### src/rtl/pgpkg_pkg.sv
// -----------------------------------------------------------------------------
// pgpkg_pkg
// Types, constants and helpers for the OpenPGP packet key grouper.
// -----------------------------------------------------------------------------
package pgpkg_pkg;

    localparam int OFFSET_BITS = 32;

    localparam logic [5:0] KEY_TAG_RESET    = 6'd6;
    localparam logic [7:0] NEW_LEN_TWO_BYTE = 8'd192;
    localparam logic [7:0] NEW_LEN_PARTIAL  = 8'd224;
    localparam logic [7:0] NEW_LEN_FIVE     = 8'd255;

    localparam logic [1:0] OLD_LEN_ONE   = 2'd0;
    localparam logic [1:0] OLD_LEN_TWO   = 2'd1;
    localparam logic [1:0] OLD_LEN_INDET = 2'd3;

    typedef enum logic [2:0] {
        PH_TAG,
        PH_MULTI,
        PH_NEW1,
        PH_NEW2,
        PH_BODY
    } t_phase;

    typedef enum logic [1:0] {
        ST_RECORD     = 2'd0,
        ST_BAD_TAG    = 2'd1,
        ST_BAD_LENGTH = 2'd2,
        ST_TRUNCATED  = 2'd3
    } t_status;

    typedef struct packed {
        t_status     status;
        logic [31:0] group_start;
        logic [31:0] group_length;
        logic [15:0] group_index;
        logic        end_of_stream;
    } t_result;

    function automatic logic [31:0] to_out32(input logic [OFFSET_BITS-1:0] v);
        logic [63:0] w;
        w = 64'(v);
        return w[31:0];
    endfunction

endpackage

### src/rtl/pgpkg_parser.sv
// -----------------------------------------------------------------------------
// pgpkg_parser
// Packet header walker and key group tracker; one byte per step.
// -----------------------------------------------------------------------------
module pgpkg_parser
    import pgpkg_pkg::*;
(
    input  logic       i_clk,
    input  logic       i_rst_n,
    input  logic       i_step,
    input  logic [7:0] i_byte,
    input  logic       i_last,
    input  logic [5:0] i_key_tag,
    output logic       o_res_valid,
    output t_result    o_res
);

    logic [OFFSET_BITS-1:0] r_pos, n_pos;
    t_phase                 r_phase, n_phase;
    logic [2:0]             r_len_left, n_len_left;
    logic [31:0]            r_acc, n_acc;
    logic [31:0]            r_body, n_body;
    logic [OFFSET_BITS-1:0] r_open_start, n_open_start;
    logic [OFFSET_BITS-1:0] r_open_len, n_open_len;
    logic [15:0]            r_groups, n_groups;
    logic                   r_halted, n_halted;

    logic        is_err;
    t_status     err_code;
    logic        pending;
    logic [5:0]  tag;
    logic [31:0] acc_sh;
    logic        do_start;
    logic [31:0] body_len;

    always_comb begin
        n_pos        = r_pos;
        n_phase      = r_phase;
        n_len_left   = r_len_left;
        n_acc        = r_acc;
        n_body       = r_body;
        n_open_start = r_open_start;
        n_open_len   = r_open_len;
        n_groups     = r_groups;
        n_halted     = r_halted;
        is_err       = 1'b0;
        err_code     = ST_RECORD;
        pending      = 1'b0;
        tag          = '0;
        acc_sh       = {r_acc[23:0], i_byte};
        do_start     = 1'b0;
        body_len     = '0;
        o_res_valid  = 1'b0;
        o_res        = '{ST_RECORD, 32'd0, 32'd0, 16'd0, 1'b0};

        if (!r_halted) begin
            unique case (r_phase)
                PH_TAG: begin
                    if (!i_byte[7]) begin
                        is_err   = 1'b1;
                        err_code = ST_BAD_TAG;
                    end else if (i_byte[6]) begin
                        tag     = i_byte[5:0];
                        n_phase = PH_NEW1;
                    end else begin
                        tag = {2'b00, i_byte[5:2]};
                        if (i_byte[1:0] == OLD_LEN_INDET) begin
                            is_err   = 1'b1;
                            err_code = ST_BAD_LENGTH;
                        end else begin
                            n_len_left = (i_byte[1:0] == OLD_LEN_ONE) ? 3'd1 :
                                         (i_byte[1:0] == OLD_LEN_TWO) ? 3'd2 : 3'd4;
                            n_acc      = '0;
                            n_phase    = PH_MULTI;
                        end
                    end
                    if (!is_err && tag == i_key_tag) begin
                        pending      = (r_open_len != '0);
                        n_open_start = r_pos;
                        n_open_len   = '0;
                    end
                end
                PH_MULTI: begin
                    n_acc = acc_sh;
                    if (r_len_left != '0) begin
                        n_len_left = r_len_left - 3'd1;
                    end
                    if (n_len_left == '0) begin
                        do_start = 1'b1;
                        body_len = acc_sh;
                    end
                end
                PH_NEW1: begin
                    if (i_byte < NEW_LEN_TWO_BYTE) begin
                        do_start = 1'b1;
                        body_len = 32'(i_byte);
                    end else if (i_byte < NEW_LEN_PARTIAL) begin
                        n_acc   = {19'd0, i_byte[4:0], 8'd0};
                        n_phase = PH_NEW2;
                    end else if (i_byte != NEW_LEN_FIVE) begin
                        is_err   = 1'b1;
                        err_code = ST_BAD_LENGTH;
                    end else begin
                        n_acc      = '0;
                        n_len_left = 3'd4;
                        n_phase    = PH_MULTI;
                    end
                end
                PH_NEW2: begin
                    do_start = 1'b1;
                    body_len = r_acc + 32'(i_byte) + 32'(NEW_LEN_TWO_BYTE);
                end
                PH_BODY: begin
                    if (r_body != '0) begin
                        n_body = r_body - 32'd1;
                    end
                    if (n_body == '0) begin
                        n_phase = PH_TAG;
                    end
                end
                default: begin
                    n_phase = PH_TAG;
                end
            endcase

            if (do_start) begin
                if (body_len == '0) begin
                    n_phase = PH_TAG;
                end else begin
                    n_body  = body_len;
                    n_phase = PH_BODY;
                end
            end

            if (is_err) begin
                n_halted    = 1'b1;
                o_res_valid = 1'b1;
                o_res       = '{err_code, to_out32(r_pos), 32'd0, r_groups, 1'b1};
            end else begin
                if (n_open_len != '1) begin
                    n_open_len = n_open_len + OFFSET_BITS'(1);
                end
                if (r_pos != '1) begin
                    n_pos = r_pos + OFFSET_BITS'(1);
                end
                if (i_last) begin
                    o_res_valid = 1'b1;
                    if (n_phase != PH_TAG) begin
                        o_res = '{ST_TRUNCATED, to_out32(r_pos), 32'd0, r_groups, 1'b1};
                    end else begin
                        o_res = '{ST_RECORD, to_out32(n_open_start), to_out32(n_open_len),
                                  r_groups, 1'b1};
                    end
                end else if (pending) begin
                    o_res_valid = 1'b1;
                    o_res       = '{ST_RECORD, to_out32(r_open_start), to_out32(r_open_len),
                                    r_groups, 1'b0};
                    if (r_groups != '1) begin
                        n_groups = r_groups + 16'd1;
                    end
                end
            end
        end

        // drop all stream state at end of stream
        if (i_last) begin
            n_pos        = '0;
            n_phase      = PH_TAG;
            n_len_left   = '0;
            n_acc        = '0;
            n_body       = '0;
            n_open_start = '0;
            n_open_len   = '0;
            n_groups     = '0;
            n_halted     = 1'b0;
        end
    end

    always_ff @(posedge i_clk) begin
        if (!i_rst_n) begin
            r_pos        <= '0;
            r_phase      <= PH_TAG;
            r_len_left   <= '0;
            r_acc        <= '0;
            r_body       <= '0;
            r_open_start <= '0;
            r_open_len   <= '0;
            r_groups     <= '0;
            r_halted     <= 1'b0;
        end else if (i_step) begin
            r_pos        <= n_pos;
            r_phase      <= n_phase;
            r_len_left   <= n_len_left;
            r_acc        <= n_acc;
            r_body       <= n_body;
            r_open_start <= n_open_start;
            r_open_len   <= n_open_len;
            r_groups     <= n_groups;
            r_halted     <= n_halted;
        end
    end

endmodule

### src/rtl/pgp_packet_key_grouper.sv
// -----------------------------------------------------------------------------
// pgp_packet_key_grouper
// Walks an OpenPGP keyring byte stream and reports one record per key group.
//
// Accepts one stream byte per clock unless a result is stalled in the output
// register. The byte lands in an input register; the header walker updates
// its state and fills the result register from it, so the rate is set by
// that single state update per byte. The input side keeps taking bytes while
// a result waits in the output register as long as the waiting byte yields
// no result. A record is emitted when a key packet closes a non-empty group
// and on the last byte of the stream; a bad tag, an indeterminate or partial
// length, or a stream that ends inside a packet gives one error result, after
// which bytes are ignored up to the end of the stream. The key tag register
// may be written only while no byte is in flight.
// -----------------------------------------------------------------------------
module pgp_packet_key_grouper
    import pgpkg_pkg::*;
(
    input  logic        i_clk,
    input  logic        i_rst_n,
    input  logic        i_cfg_valid,
    output logic        o_cfg_ready,
    input  logic [5:0]  i_cfg_key_packet_tag,
    input  logic        i_in_valid,
    output logic        o_in_ready,
    input  logic [7:0]  i_data_byte,
    input  logic        i_is_last,
    output logic        o_out_valid,
    input  logic        i_out_ready,
    output logic [1:0]  o_status,
    output logic [31:0] o_group_start,
    output logic [31:0] o_group_length,
    output logic [15:0] o_group_index,
    output logic        o_end_of_stream
);

    logic [5:0] r_key_tag;
    logic       r_in_valid;
    logic [7:0] r_in_byte;
    logic       r_in_last;
    logic       r_out_valid;
    t_result    r_out;

    logic       res_valid;
    t_result    res;
    logic       out_free;
    logic       step;

    assign o_cfg_ready = 1'b1;
    assign out_free    = !r_out_valid || i_out_ready;
    assign step        = r_in_valid && (!res_valid || out_free);
    assign o_in_ready  = !r_in_valid || step;

    pgpkg_parser u_parser (
        .i_clk       (i_clk),
        .i_rst_n     (i_rst_n),
        .i_step      (step),
        .i_byte      (r_in_byte),
        .i_last      (r_in_last),
        .i_key_tag   (r_key_tag),
        .o_res_valid (res_valid),
        .o_res       (res)
    );

    always_ff @(posedge i_clk) begin
        if (!i_rst_n) begin
            r_key_tag <= KEY_TAG_RESET;
        end else if (i_cfg_valid) begin
            r_key_tag <= i_cfg_key_packet_tag;
        end
    end

    always_ff @(posedge i_clk) begin
        if (!i_rst_n) begin
            r_in_valid <= 1'b0;
        end else if (o_in_ready) begin
            r_in_valid <= i_in_valid;
        end
    end

    always_ff @(posedge i_clk) begin
        if (o_in_ready && i_in_valid) begin
            r_in_byte <= i_data_byte;
            r_in_last <= i_is_last;
        end
    end

    always_ff @(posedge i_clk) begin
        if (!i_rst_n) begin
            r_out_valid <= 1'b0;
        end else if (step && res_valid) begin
            r_out_valid <= 1'b1;
        end else if (i_out_ready) begin
            r_out_valid <= 1'b0;
        end
    end

    always_ff @(posedge i_clk) begin
        if (step && res_valid) begin
            r_out <= res;
        end
    end

    assign o_out_valid     = r_out_valid;
    assign o_status        = r_out.status;
    assign o_group_start   = r_out.group_start;
    assign o_group_length  = r_out.group_length;
    assign o_group_index   = r_out.group_index;
    assign o_end_of_stream = r_out.end_of_stream;

endmodule

### config.mk
export PLATFORM = sky130hd
export DESIGN_NAME = pgp_packet_key_grouper
export DESIGN_NICKNAME = d
export VERILOG_FILES = /design/src/rtl/pgpkg_pkg.sv /design/src/rtl/pgpkg_parser.sv /design/src/rtl/pgp_packet_key_grouper.sv
export SDC_FILE = /design/constraint.sdc
export NUM_CORES = 1
export LEC_CHECK = 0
export BUFFER_PORTS_ARGS = -buffer_cell sky130_fd_sc_hd__buf_2
export CORE_UTILIZATION = 61
export CTS_CLUSTER_DIAMETER = 150
export DETAILED_ROUTE_END_ITERATION = 10
export GPL_ROUTABILITY_DRIVEN = 0
export MAX_ROUTING_LAYER = met4
export PLACE_DENSITY_LB_ADDON = 0.15
export SYNTH_ARGS = -nofsm -noshare
export SYNTH_HDL_FRONTEND = slang
export SYNTH_SLANG_ARGS = --single-unit
### constraint.sdc
create_clock -name i_clk -period 5.45 [get_ports i_clk]
set_clock_uncertainty 0.2 [all_clocks]
set_input_delay 0.545 -clock i_clk [delete_from_list [all_inputs] [get_ports i_clk]]
set_output_delay 0.545 -clock i_clk [all_outputs]
set_load 0.005 [all_outputs]
* Word-level counts from Yosys, hierarchy flattened
Index checks and enable logic that the tools add are counted.
Widths: inputs -> output; s select.
** Word-level totals
- Flip-flop bits (word level) :: 283
- Input port bits :: 20
- Output and inout port bits :: 86
- Logic and storage cells :: 189
** Cells by class
- Add/sub/neg operators :: 7
- Order comparisons :: 2
- Equality and inequality tests :: 20
- Multiplexer cells :: 109
- Reductions and logical operators :: 32
** Operator list (number)
- $mux 32 :: 33
- $mux 83 :: 3
- $pmux 32 s3 :: 2
- $mux 81 :: 1
- $mux 16 :: 5
- $mux 3 :: 25
- $add 32x1->32 const B :: 2
- $logic_not 32->1 :: 2
- $ne 32x32->1 const B :: 2
- $reduce_bool 32->1 :: 2
- $add 32x8->32 :: 1
- $add 32x8->32 const B :: 1
- $sub 32x1->32 const B :: 1
- $mux 1 :: 24
- $mux 6 :: 4
- $ne 3x3->1 const B :: 6
- $add 16x1->16 const B :: 1
- $lt 8x8->1 const B :: 2
- $ne 16x16->1 const B :: 1
- $mux 2 :: 6
- $pmux 3 s4 :: 1
- $pmux 3 s3 :: 1
- $reduce_and 9->1 :: 1
- $mux 8 :: 1
- other kinds (26) :: 42

* Longest topological paths before layout
- Depth in word-level cells :: 20
- Gate-level depth with buffers :: 21
- Mapped depth without buffers :: 15

* By module
From an unflattened synthesis, not the netlist that was laid out.
** Unflattened totals
- Cell total of the unflattened synthesis :: 1919
- Area, all modules :: 16032.9 um^2
** By module, submodules not included
- pgpkg_parser :: times used 1, cells each 1794, area an instance 12917.4 um^2, sequential area each 3663.5 um^2
- pgp_packet_key_grouper :: times used 1, cells each 125, area an instance 3115.5 um^2, sequential area each 2922.8 um^2

* Worst setup path before layout
No wires, ideal clock.
- Kind :: register to register
- Start point :: register r_in_byte[6]
- End point :: register r_out, in the netlist o_end_of_stream (enable)
- Setup time :: 450 ps
- Arrival time :: 4317 ps
- Data required time :: 4800 ps
- Slack :: 483 ps
- Stages on the path, launching flop included :: 10
- Buffers on the path :: 2
- Period minus slack after synthesis :: 4967 ps
- Cells stage by stage :: edfxtp_1 -> clkbuf_1 -> clkbuf_1 -> mux2i_1 -> nor2_1 -> xnor2_1 -> nand4_1 -> o31ai_1 -> and2_1 -> and2_1
** On the way
- Cells in the longest elaborated chain, start to end :: 17
- Elaborated cells between the ends (all ways) :: 30
- Classes of those cells :: order compare (2); eq/ne (2); mux (20); reduce/logical (6)
** RTL lines
- start, declared :: line pgp_packet_key_grouper.sv:39 : logic [7:0] r_in_byte;
- start signal, assigned :: line pgp_packet_key_grouper.sv:83 : r_in_byte <= i_data_byte;
- $mux 6 / $mux 1 (equally long branches) :: line pgpkg_parser.sv:62 : end else if (i_byte[6]) begin
- $mux 6 / $mux 1 (equally long branches) :: line pgpkg_parser.sv:59 : if (!i_byte[7]) begin
- $mux 6 / $mux 1 (equally long branches) :: line pgpkg_parser.sv:57 : unique case (r_phase)
- $mux 6 / $mux 1 (equally long branches) :: line pgpkg_parser.sv:56 : if (!r_halted) begin
- $eq 6x6->1 / $logic_not 1->1 (equally long branches) :: line pgpkg_parser.sv:77 : if (!is_err && tag == i_key_tag) begin
- $logic_and 1x1->1 :: line pgpkg_parser.sv:77
- $mux 1 :: line pgpkg_parser.sv:77
- $mux 1 :: line pgpkg_parser.sv:57
- $mux 1 :: line pgpkg_parser.sv:56
- $mux 1 :: line pgpkg_parser.sv:154 : end else if (pending) begin
- $mux 1 :: line pgpkg_parser.sv:146 : if (i_last) begin
- $mux 1 (*) :: line pgpkg_parser.sv:135 : if (is_err) begin
- $mux 1 (*) :: line pgpkg_parser.sv:56
- $logic_not 1->1 :: line pgp_packet_key_grouper.sv:51 : assign step = r_in_valid && (!res_valid || out_free);
- $logic_or 1x1->1 :: line pgp_packet_key_grouper.sv:51
- $logic_and 1x1->1 :: line pgp_packet_key_grouper.sv:51
- $logic_and 1x1->1 (*) :: line pgp_packet_key_grouper.sv:99 : if (step && res_valid) begin
- end signal, assigned :: line pgp_packet_key_grouper.sv:100 : r_out <= res;
- end, declared :: line pgp_packet_key_grouper.sv:42 : t_result r_out;
Mark *: on every way between the ends. The rest lies on a longest branch, timed or not. The select of a mux whose other input is x is not followed.
A chain may end at the register's enable or synchronous reset.

* Worst setup path after layout
- Start point :: register r_in_byte[1]
- End point :: register r_out, in the netlist o_group_start[11] (data pin)
** On the way
- Cells in the longest elaborated chain, start to end :: 14
- Elaborated cells between the ends (all ways) :: 51
- Classes of those cells :: add/sub (2); order compare (2); eq/ne (3); mux (40); reduce/logical (4)
** RTL lines (line)
- parallel branches: the longest is 13 deep, another holds $add 32x8->32
- $mux 83 (*) :: pgpkg_parser.sv:135
Every way passes the cells marked *. The select of a mux whose other input is x is not followed.

==> impl_metrics.tcl <==
set metrics [dict create \
    first_pass_iters 6 \
    die_h_um 161 \
    cp_data_arrival_time_ns 5.33 \
    async_reset_ff_frac 0 \
    start_kind "register" \
    synthDistinctLibCells 85 \
    grtUsageMet2 0.536 \
    drt_iter0_drc 1711 \
    crit_path_start "r_in_byte[1]$_DFFE_PP_" \
    start_util 0.627 \
    clk_pin_slew_ns 0.06 \
    synthTopCellsByArea "dfxtp_1 (25%), edfxtp_1 (18%), nor2_1 (5.2%)" \
    min_from "i_cfg_key_packet_tag[1]" \
    status "finished, final reports clean" \
    met3_usage 0.0524 \
    grt_pass1_vias 13300 \
    setup_violations 0 \
    synth_nets 1801 \
    drv_cap 0 \
    hold_class "in2reg" \
    fin_area_um2 17200 \
    synth-seq-area-share 0.429 \
    cp_num_buf_inv 1 \
    synthFlopType "dfxtp_1" \
    nNetsFinal 1867 \
    max_freq_mhz 192 \
    cts_made_buffers 30 \
    drv_slew 0 \
    cp.required_ns 5.58 \
    grt-busiest-layer "met2" \
    mostFrequentLayoutCell "nor2_1" \
    num_rows 57 \
    grt_antenna_before_repair 0 \
    clockBufferDepth 3 \
    ios 106 \
    final_hold_viol_count 0 \
    htreeDepth 1 \
    synth_top_cell_area_share 0.249 \
    p_leak_nw 6.58 \
    grt_use_met1 0.456 \
    grt_max_degree 60 \
    design.die.area_um2 25800 \
    slew_headroom 0.223 \
    dpl-instance-area_um2 16100 \
    drive_gt1_frac 0.125 \
    dp_hpwl_mm 29.7 \
    cts_root_buf "clkbuf_16" \
    drc 0 \
    layout_common_cells "nor2_1 (213), dfxtp_1 (191), nand2_1 (144)" \
    r2r_start "r_in_byte[1]$_DFFE_PP_" \
    grt_overflow_total 0 \
    syn_area_per_cell_um2 8.73 \
    rsz0062_at_grt "false" \
    ys_warn_count 0 \
    core_area_um2 24500 \
    syn-cell-area_um2 15300 \
    grt_use_total 0.346 \
    path_delay_family "compound AO/OA/AOI/OAI gates" \
    critical_path_class "reg2reg" \
    die_w_um 161 \
    finalCritPeriodShare 0.954 \
    cts_tree "built" \
    wirelength_mm 44.0 \
    areaGrowthSynthToFinish_pct 12.2 \
    syn-instance-count 1757 \
    vias 14600 \
    clk_latency_ns 0.58 \
    avgViaCountPerCell 6.74 \
    routedWlPerCell_um 20.3 \
    tns_ns 0 \
    ys_ff_latch 283 \
    numClockSinks 283 \
    crit_fanout 32 \
    cp-end-kind "register" \
    io_buffers 104 \
    ir_worst_vdd_v 0.000226 \
    power_density_nw_per_um2 269 \
    worstPathCellList "ha_1 -> ha_1 -> fa_1 -> a211o_1 -> nand4_1 -> a21oi_2 -> nand4_1 -> xnor2_1 -> a2111oi_1 -> nand4_4 -> or4_4 -> o21a_1 -> buf_4 -> a22o_1" \
    worst_slew_pin_slew_ns 1.16 \
    slowest_stage "a2111oi_1" \
    final_util 0.704 \
    grt_pass1_wl_mm 70.4 \
    antenna_cells 0 \
    ant_nets 0 \
    synth.largest_area_cell "dfxtp_1" \
    synth_edf_count 92 \
    fin_crit_ns 5.20 \
    critPathMaxStageDelay_ns 0.64 \
]
==> kinds of logic (layout without fill, tap and decap cells) <==
kind of cell	count (synthesis)	count (layout)	synth area share
adders and majority gates	24	24	0.0201
xor gates and xnor gates	73	73	0.0417
DFF	283	283	0.429
muxes	22	22	0.0144
other	1	1	0.000244
and+or+nand+nor	719	719	0.242
AOI/OAI and AO/OA	469	469	0.210
buffers and inverters	166	256	0.0427
==> worst paths after layout <==
path / endpoint / slack (ns) / cells past startpoint
worst min-delay path: r_key_tag[1]$_SDFFE_PN1P_ / 0.03 / 3
worst max register to register: o_group_start[11]$_SDFFCE_PP0P_ / 0.25 / 14
worst min register to register: u_parser.r_open_start[14]$_SDFFE_PN0P_ / 0.30 / 2
worst max-delay path: o_group_start[11]$_SDFFCE_PP0P_ / 0.25 / 14
==> stage by stage <==
stage          hold WS, ns  total power [mW]  cells  worst slack (ns)
2_1_floorplan        0.263              2.50   1757             0.483
3_3_place_gp         0.279              2.63   2103             0.255
3_5_place_dp         0.284              2.63   2103            0.0953
4_1_cts             0.0156              4.63   2168            0.0293
5_1_grt             0.0433              4.76   2171           0.00437
6_report            0.0283              4.62   2171             0.253
==> power by group <==
group	switching [mW]	total, mW	leakage [nW]	internal, mW
clock network	0.834	2.02	0.481	1.18
registers	0.0181	2.22	2.52	2.20
logic	0.274	0.392	3.58	0.117
==> layer usage <==
layer | up-vias | wire (µm) | share of wire
met5 | - | 0 | 0
met4 | 0 | 1710 | 0.039
met3 | 155 | 4140 | 0.094
met2 | 835 | 20200 | 0.46
met1 | 6951 | 18000 | 0.41
li1 | 6691 | - | -
==> state kept, by name (all words and copies together), names as in the netlist, 6 cells and up <==
name                   cells
o_group_length            32
o_group_start             32
u_parser.r_acc            32
u_parser.r_body           32
u_parser.r_open_len       32
u_parser.r_open_start     32
u_parser.r_pos            32
o_group_index             16
u_parser.r_groups         16
r_in_byte                  8
r_key_tag                  6
==> what timing repair did <==
action                                  CTS  global route
endpoints found under the hold margin     9             0
gates resized for setup                   0             1
hold buffers                              9             0
setup buffers                             0             3
endpoints found under the setup margin    0            59
==> Yosys cell counts, types with 5 or more instances <==
| cell type | n |
|---|---|
| nor3_1 | 50 |
| or2_2 | 7 |
| nor4_1 | 31 |
| or3_1 | 29 |
| and4_1 | 10 |
| a311oi_1 | 6 |
| edfxtp_1 | 92 |
| o211a_1 | 6 |
| a211oi_1 | 17 |
| a31oi_1 | 28 |
| o21a_1 | 10 |
| nand2_1 | 144 |
| o211ai_1 | 11 |
| xor2_1 | 24 |
| nand4_1 | 50 |
| o2bb2ai_1 | 7 |
| a22o_1 | 65 |
| a32o_1 | 7 |
| ha_1 | 23 |
| clkbuf_1 | 104 |
| o31ai_1 | 9 |
| o22ai_1 | 5 |
| mux2i_1 | 22 |
| o21ai_0 | 100 |
| nor2_1 | 214 |
| nand3b_1 | 7 |
| nand2b_1 | 7 |
| and2_1 | 10 |
| a21oi_1 | 84 |
| buf_2 | 16 |
| and3_1 | 49 |
| dfxtp_1 | 191 |
| a22oi_1 | 64 |
| nand3_1 | 63 |
| xnor2_1 | 49 |
| inv_1 | 40 |
==> final cells by class <==
type,count,area [µm²]
repair buffers,160,976
fillers,1908,7250
clock inverters,10,123
well taps,324,405
inverters,40,150
flip-flops and latches,283,6590
multi-input cells,1308,8110
clock buffers,46,861
==> worst register-to-register path, cell delays in order (launching register included) <==
cell and delay (ns):
edfxtp_1 0.40, ha_1 0.30, ha_1 0.22, fa_1 0.24
a211o_1 0.20, nand4_1 0.30, a21oi_2 0.50, nand4_1 0.19
xnor2_1 0.18, a2111oi_1 0.64, nand4_4 0.30, or4_4 0.62
o21a_1 0.19, buf_4 0.24, a22o_1 0.26
Power figures use the tool's default switching activity.
